===== config.mk =====
export PLATFORM = sky130hd
export DESIGN_NAME = float32_add_sub_truncating_top
export DESIGN_NICKNAME = d
export VERILOG_FILES = /design/src/hw/rtl/fas_pkg.sv /design/src/hw/rtl/fas_datapath.sv /design/src/hw/rtl/float32_add_sub_truncating_top.sv
export SDC_FILE = /design/constraint.sdc
export NUM_CORES = 1
export LEC_CHECK = 0
export BUFFER_PORTS_ARGS = -buffer_cell sky130_fd_sc_hd__buf_2
export CAP_MARGIN = 10
export CORE_ASPECT_RATIO = 1.2
export CORE_MARGIN = 2
export CORE_UTILIZATION = 60
export CTS_BUF_LIST = sky130_fd_sc_hd__clkbuf_4 sky130_fd_sc_hd__clkbuf_8
export DETAILED_ROUTE_END_ITERATION = 10
export GPL_TIMING_DRIVEN = 1
export PLACE_DENSITY = 0.79
export RECOVER_POWER = 100
export SLEW_MARGIN = 30
export SYNTH_ARGS = -nofsm -noshare
export SYNTH_HDL_FRONTEND = slang
export SYNTH_SLANG_ARGS = --single-unit
export TNS_END_PERCENT = 30

===== constraint.sdc =====
create_clock -name clk -period 31.2 [get_ports clk]
set_input_delay 1.56 -clock clk [delete_from_list [all_inputs] [get_ports clk]]
set_output_delay 1.56 -clock clk [all_outputs]
set_load 0.05 [all_outputs]

===== src/hw/rtl/fas_pkg.sv =====
`default_nettype none
package fas_pkg;
    localparam logic [31:0] SIGN_MASK = 32'h8000_0000;
    localparam logic [31:0] INF_BITS  = 32'h7F80_0000;
    localparam logic [22:0] FRAC_MASK = 23'h7F_FFFF;

    typedef enum logic {CMD_ADD = 1'b0, CMD_SUB = 1'b1} cmd_t;

    // leading-zero count of a 24-bit value (0..24)
    function automatic logic [4:0] lzc24(input logic [23:0] v);
        logic [4:0] n;
        logic       hit;
        n   = 5'd24;
        hit = 1'b0;
        for (int i = 23; i >= 0; i--)
        begin
            if (!hit && v[i])
            begin
                n   = 5'(23 - i);
                hit = 1'b1;
            end
        end
        return n;
    endfunction
endpackage
`default_nettype wire


===== src/hw/rtl/fas_datapath.sv =====
`default_nettype none
module fas_datapath (
    input  wire logic        cmd,
    input  wire logic [31:0] a,
    input  wire logic [31:0] b_in,
    output logic      [31:0] res
);
    import fas_pkg::*;

    logic [31:0] b, big, sml;
    logic [7:0]  eb, es;
    logic [7:0]  gap;
    logic [23:0] mbig, msml, mal;
    logic [24:0] sum;
    logic [23:0] diff, dn;
    logic [4:0]  lz;
    logic        same;
    logic signed [10:0] e;
    logic [22:0] frac;
    logic        sgn;

    always_comb begin
        b    = (cmd == CMD_SUB) ? (b_in ^ SIGN_MASK) : b_in;
        same = (a[31] == b[31]);
        // same-sign path picks bigger exponent; ties keep a as big
        if (same) begin
            if (a[30:23] < b[30:23]) begin
                big = b; sml = a;
            end else begin
                big = a; sml = b;
            end
        end else begin
            if (a[30:0] < b[30:0]) begin
                big = b; sml = a;
            end else begin
                big = a; sml = b;
            end
        end
        eb   = big[30:23];
        es   = sml[30:23];
        gap  = eb - es;
        mbig = {1'b1, big[22:0]};
        msml = {1'b1, sml[22:0]};
        mal  = (gap >= 8'd24) ? 24'd0 : (msml >> gap[4:0]);
        sum  = {1'b0, mbig} + {1'b0, mal};
        diff = mbig - mal;
        lz   = lzc24(diff);
        dn   = diff << lz;
        if (same) begin
            sgn  = b[31];
            if (sum[24]) begin
                e    = 11'(eb) + 11'sd1;
                frac = sum[23:1];
            end else begin
                e    = 11'(eb);
                frac = sum[22:0];
            end
        end else begin
            sgn  = big[31];
            e    = 11'(eb) - 11'(lz);
            frac = dn[22:0];
        end
        if (!same && diff == 24'd0)
            res = 32'd0;
        else if (e > 11'sd254)
            res = {sgn, 31'd0} | INF_BITS;
        else if (e < 11'sd1)
            res = {sgn, 31'd0};
        else
            res = {sgn, e[7:0], frac & FRAC_MASK};
    end
endmodule
`default_nettype wire


===== src/hw/rtl/float32_add_sub_truncating_top.sv =====
// Single-precision add/subtract, truncating, no special-value handling.
// Input channel: in_valid/in_ready carry cmd (0 add, 1 subtract),
// operand_a and operand_b. Output channel: out_valid/out_ready carry
// sum_bits.
// Operands are latched into an input register; the arithmetic is one
// combinational pass into the result register, and out_valid comes
// from the result register's valid flag. Throughput one operation per
// cycle while the receiver does not stall, set by the single pass
// between the two registers.
// Each stage advances when the stage after it is empty or moving, so a
// stalled receiver holds the result and backs up at most two items
// before in_ready drops.
// Reset clears both valid flags; payload registers are not reset.
`default_nettype none
module float32_add_sub_truncating_top (
    input  wire logic        clk,
    input  wire logic        rst_n,
    input  wire logic        in_valid,
    output logic             in_ready,
    input  wire logic        cmd,
    input  wire logic [31:0] operand_a,
    input  wire logic [31:0] operand_b,
    output logic             out_valid,
    input  wire logic        out_ready,
    output logic      [31:0] sum_bits
);
    import fas_pkg::*;

    logic        s1_vld_reg, s2_vld_reg;
    logic        cmd_reg;
    logic [31:0] a_reg, b_reg, res_reg, res_next;
    logic        adv2, adv1;

    assign adv2     = s1_vld_reg && (!s2_vld_reg || out_ready);
    assign in_ready = !s1_vld_reg || adv2;
    assign adv1     = in_valid && in_ready;

    fas_datapath u_dp (
        .cmd (cmd_reg),
        .a   (a_reg),
        .b_in(b_reg),
        .res (res_next)
    );

    always_ff @(posedge clk or negedge rst_n)
    begin
        if (!rst_n)
        begin
            s1_vld_reg <= 1'b0;
            s2_vld_reg <= 1'b0;
        end
        else
        begin
            if (in_ready) s1_vld_reg <= in_valid;
            if (!s2_vld_reg || out_ready) s2_vld_reg <= s1_vld_reg;
        end
    end

    always_ff @(posedge clk)
    begin
        if (adv1)
        begin
            cmd_reg <= cmd;
            a_reg   <= operand_a;
            b_reg   <= operand_b;
        end
        if (adv2) res_reg <= res_next;
    end

    assign out_valid = s2_vld_reg;
    assign sum_bits  = res_reg;

    a_hold: assert property (@(posedge clk) disable iff (!rst_n)
        out_valid && !out_ready |=> out_valid && $stable(sum_bits))
        else $error("result changed under stall");
    a_nodrop: assert property (@(posedge clk) disable iff (!rst_n)
        s1_vld_reg && s2_vld_reg && !out_ready |-> !in_ready)
        else $error("input accepted with pipeline full");
    a_fill: assert property (@(posedge clk) disable iff (!rst_n)
        adv2 |=> s2_vld_reg)
        else $error("advanced item lost");
endmodule
`default_nettype wire


# Word level (Yosys, flattened, before mapping)
# Index checks and enable logic that the tools add are counted.
[totals]
register_bits = 99
output_inout_bits = 34
[op_classes]
add_sub_neg = 5
n_lt_le_gt_ge = 5
eq_ne = 1
shift = 2
mux = 62
bitwise = 1
reduce_logical = 56
[ops]
columns = ["operator", "count"]
rows = [
  ["2-to-1 mux 31 bit", 5],
  ["2-to-1 mux 32 bit", 4],
  ["2-to-1 mux 5 bit", 24],
  ["2-to-1 mux 23 bit", 2],
  ["< comparator 31 bit", 1],
  ["logical AND 1 bit", 26],
  ["logical NOT 1 bit", 26],
  ["adder 24 x 24 -> 25 bit", 1],
  ["logical NOT 24 bit", 1],
  ["2-to-1 mux 1 bit", 24],
  ["2-to-1 mux 24 bit", 1],
  ["<< shifter 24 x 5 -> 23 bit", 1],
  ["right shift 24 x 5 -> 24 bit", 1],
  ["subtractor 24 bit", 1],
  ["2-to-1 mux 11 bit", 2],
  ["greater-than comparator 11 x 9 -> 1 bit, second input constant", 1],
  ["< comparator 11 x 2 -> 1 bit, second input constant", 1],
  ["adder 8 x 1 -> 9 bit, second input constant", 1],
  ["subtractor 8 x 5 -> 9 bit", 1],
  [">= comparator 8 x 5 -> 1 bit, second input constant", 1],
  ["< comparator 8 bit", 1],
  ["subtractor 8 bit", 1],
  ["OR reduction 3 bit", 1],
  ["logical OR 1 bit", 2],
  ["2 further kinds", 2],
]

# Logic depth before layout (Yosys ltp)
[depth]
depth_word = 84
ltp_mapped = 53

# Modules after synthesis
# From an unflattened synthesis, not the netlist that was laid out.
[hier_totals]
hier_cells = 1448
area_unflattened_um2 = 11508.5
[modules_own_cells]
columns = ["module", "n_inst", "cells_per_inst", "area_each_um2"]
rows = [
  ["fas_datapath", 1, 1343, 8491.9],
  ["float32_add_sub_truncating_top", 1, 105, 3016.6],
]

# Least setup slack after synthesis
# OpenSTA, ideal clock, no wires.
[synth_timing]
path_kind = "register to register"
start = "reg a_reg[29]"
end = "reg res_reg[18], in the netlist sum_bits[18] (data pin)"
setup_ps = 279
arrival_time_ps = 10718
required_time_ps = 30921
slack_ps = 20203
path_stages_with_launch = 49
synth_period_minus_slack_ps = 10997
path_cell_list = "edfxtp_1 > ha_1 > buf_4 > nand3_1 > or4_4 > a2111oi_4 > o311a_1 > o21ai_1 > buf_2 > a211oi_2 > nor2_1 > ha_1 > o31a_1 > nor2_1 > buf_1 > clkbuf_1 > a211oi_1 > a21oi_1 > [... 13 more ...] > nand2b_1 > nand2_1 > nand2_2 > inv_2 > clkbuf_1 > ha_1 > inv_1 > fa_1 > a21o_1 > a21oi_1 > nand2b_1 > and3_1 > a31oi_1 > xor2_1 > nand4b_1 > o211ai_2 > buf_2 > a311oi_1"
[synth_between]
elab_chain_len = 81
word_cells_on_any_way = 119
cone_classes = "5 x add/sub; 5 x order compare; 2 x shift; 58 x mux; 49 x reduce/logical"
[synth_rtl]
columns = ["element", "line_no", "text"]
rows = [
  ["start: declaration", "float32_add_sub_truncating_top.sv:31", "logic [31:0] a_reg, b_reg, res_reg, res_next;"],
  ["start signal: assignment", "float32_add_sub_truncating_top.sv:64", "a_reg <= operand_a;"],
  ["< comparator 31 bit or < comparator 8 bit (tied branches)", "fas_datapath.sv:33, fas_datapath.sv:27", ""],
  ["2-to-1 mux 32 bit, or another cell as far along", "fas_datapath.sv:33", "if (a[30:0] < b[30:0]) begin"],
  ["2-to-1 mux 32 bit or 2-to-1 mux 31 bit (tied branches)", "fas_datapath.sv:26", "if (same) begin"],
  ["subtractor 8 bit", "fas_datapath.sv:41", "gap = eb - es;"],
  [">= comparator 8 x 5 -> 1 bit or right shift 24 x 5 -> 24 bit (tied branches)", "fas_datapath.sv:44", "mal = (gap >= 8'd24) ? 24'd0 : (msml >> gap[4:0]);"],
  ["2-to-1 mux 24 bit", "fas_datapath.sv:44", ""],
  ["subtractor 24 bit", "fas_datapath.sv:46", "diff = mbig - mal;"],
  ["2-to-1 mux 1 bit", "fas_pkg.sv:17", "if (!hit && v[i])"],
  ["[... 65 more ...]", "--", ""],
  ["2-to-1 mux 1 bit", "fas_pkg.sv:17", ""],
  ["logical NOT 1 bit", "fas_pkg.sv:17", ""],
  ["logical AND 1 bit", "fas_pkg.sv:17", ""],
  ["2-to-1 mux 5 bit", "fas_pkg.sv:17", ""],
  ["subtractor 8 x 5 -> 9 bit", "fas_datapath.sv:60", "e = 11'(eb) - 11'(lz);"],
  ["2-to-1 mux 11 bit", "fas_datapath.sv:49", "if (same) begin"],
  ["< comparator 11 x 2 -> 1 bit or greater-than comparator 11 x 9 -> 1 bit (tied branches)", "fas_datapath.sv:67, fas_datapath.sv:65", ""],
  ["OR reduction 3 bit (no line)", "--", ""],
  ["end signal: assignment", "float32_add_sub_truncating_top.sv:67", "if (adv2) res_reg <= res_next;"],
  ["end: declaration", "float32_add_sub_truncating_top.sv:31", ""],
]
# Parallel ways exist; a longest one is shown, timed or not.
# A chain may end at the register's enable or synchronous reset.

# Worst setup path after layout
[layout_timing]
start = "reg a_reg[23]"
end = "reg res_reg[16], in the netlist sum_bits[16] (data pin)"
# Same word-level chain as after synthesis.

==> impl_metrics.toml <==
[worst_hold_path]
whs_path_depth = 1
hold_class = "register to register"
hold_end = "out_valid"
worstHoldStart = "s1_vld_reg"

[floorplanning]
initial_utilization_pct = 60.7
die_area_sq_um = 20800
io_pins = 103
core_sq_um = 19400
die_y_um = 158
rows = 56
die_x_um = 132

[placed_design]
place_hpwl_mm = 29.0
dpl.cell_count = 1738
io_buffers = 102
gp_congestion = 0.985

[timing]
setup_viol = 0
tns_ns = 0
slew_headroom_pct = -115
fin_crit_ns = 15.83
worst_slew_pin_slew_ns = 3.22
fin_crit_sh_pct = 50.7
worst_clock_skew_ns = 0.0265
max_freq_ghz = 0.0632
hold_violations = 0
hold_slack_ns = 0.514
rsz0062_at_grt = "no"
drv_slew = 123

[grt]
grt_usage_pct = 34.5
grt.overflow.total = 0
grt_pass1_vias = 10600
grt_antenna_before_repair = 0
grt_first_pass_wirelength_mm = 56.6
grt_max_degree = 81

[layout]
fillers = 1760
final_common_cell = "nor2_1"
drive_gt1_share_pct = 11.8
mostFrequentLayoutCells = "nor2_1 (145), a21oi_1 (117), nand2_1 (113), inv_1 (97), edfxtp_1 (97)"
nNetsFinal = 1645
areaGrowthSynthToFinish_pct = 6.49
fin_cells = 1754
antenna_cells = 0

[critical_path]
crit_path_max_fanout = 23
critical_path_depth = 42
reg2reg_to = "sum_bits[16]"
cp-end-kind = "register"
worst_r2r_startpoint = "a_reg[23]"
cp_num_buf_inv = 3
required_ns = 31.26
path_delay_family = "compound AO/OA/AOI/OAI gates"
ff2ff_setup_slack_ns = 15.37
start_kind = "register"
cpMostUsedCell = "ha_1"
worst-setup-path-type = "register to register"
cp.arrival_ns = 15.89
max_stage_delay_ns = 1.35
reg2reg_depth = 42
crit_slowest_cell = "o211ai_1"

[clock_tree]
cts_htree_levels = 3
clock_latency_ns = 0.42
numCtsBuffers = 9
cts_setup_buffers = 0
tritoncts = "yes"
clockRootBuffer = "clkbuf_8"
clock-sinks = 99
cts.path.max_buffers = 2
cts.hold.buffers_added = 0
path_clk_slew_ns = 0.12
post_cts_resized = 0

[logic_synthesis]
syn-cell-area_sq_um = 11800
synth-seq-cells = 99
syn_nets = 1594
ys_types = 101
seq_area_frac_synth_pct = 25.1
synthFlopType = "edfxtp_1"
yosysWarnings = 0
post_synth_inst_count = 1437
async_reset_ff_share_pct = 2.02
syn_avg_cell_area_sq_um = 8.20
synth-edff-count = 97

[route]
routed_via_density = 6.49
drtIter0Drc = 1143
firstDrtPassIters = 5
wire_per_inst_um = 20.6
drc_errors = 0
vias = 11400
ant_nets = 0
drt_wl_total_mm = 36.1

[pwr]
ir_drop_mv = 0.0369
power_uw = 750
powerDensity_nw_per_um2 = 59.8
power.leakage_uw = 0.00516

[run_status]
status = "finished, violations left"
violations = "max-capacitance violations, max-slew violations"

[flow_run]
maxCapViolCount = 3
stage by stage:
stage | utilization [%] | setup WS [ns] | area [sq um]
2_1_floorplan | - | 20.20 | 11800
3_3_place_gp | 64.0 | 18.23 | 12400
3_5_place_dp | 64.0 | 17.67 | 12400
4_1_cts | 65.1 | 17.62 | 12600
5_1_grt | 64.6 | 14.07 | 12500
6_report | 64.6 | 15.37 | 12500
cell families after synthesis:
logic type | after synthesis | share of synthesized area [%]
xor gates and xnor gates | 54 | 4.30
AOI/OAI and AO/OA | 422 | 24.9
and+or+nand+nor | 489 | 20.6
adders and majority gates | 88 | 9.54
buffers and inverters | 178 | 6.00
muxes | 107 | 9.53
DFF | 99 | 25.1
power breakdown:
group | leakage [uW] | switching [uW] | total [uW] | internal, uW
Combinational | 0.00410 | 326 | 486 | 160
Sequential | 0.000955 | 6.02 | 176 | 170
Clock | 0.000101 | 54.8 | 88.5 | 33.7
Total | 0.00516 | 387 | 750 | 363
layout make-up:
cell class,count,area [sq um],share of cell area [%]
Tap cell,261,327,2.60
Sequential cell,99,2960,23.6
Clock inverter,6,68.8,0.548
Inverter,100,375,2.99
Multi-Input combinational cell,1160,8100,64.5
Clock buffer,10,138,1.10
Timing Repair Buffer,118,579,4.62
synth_stat cells, types with 16 or more instances:
cell type,n,share of area [%]
inv_1,96,3.1
or3_1,16,0.85
mux2i_1,75,6.4
a31oi_1,16,0.85
mux2_2,31,3.0
o211ai_1,28,1.8
nor3_1,32,1.4
a21oi_1,117,5.0
xnor2_1,38,2.8
nand2_1,112,3.6
nand2b_1,35,1.9
o31ai_1,16,1.0
nor2_1,146,4.7
nand3_1,41,1.7
a211oi_1,31,2.0
o21ai_0,58,2.5
clkbuf_1,53,1.7
edfxtp_1,97,25
ha_1,85,9.0
worst max-delay path by stage:
stage,startpoint,end,slack [ns]
after floorplan,a_reg[29],sum_bits[18],20.20
after global placement,a_reg[23],sum_bits[22],18.23
after detailed placement,a_reg[23],sum_bits[22],17.67
after CTS,a_reg[23],sum_bits[22],17.62
after global routing,a_reg[23],sum_bits[16],14.07
final,a_reg[23],sum_bits[16],15.37
metal layers:
| metal | track usage [%] | up-vias | wire length, um |
|---|---|---|---|
| met3 | 4.22 | 123 | 2210 |
| met5 | 0 | - | 0 |
| met2 | 59.8 | 498 | 17300 |
| met1 | 40.6 | 5320 | 14200 |
| li1 | - | 5440 | - |
| met4 | 21.9 | 0 | 2380 |
No activity file was read; power rests on OpenSTA's default activity.
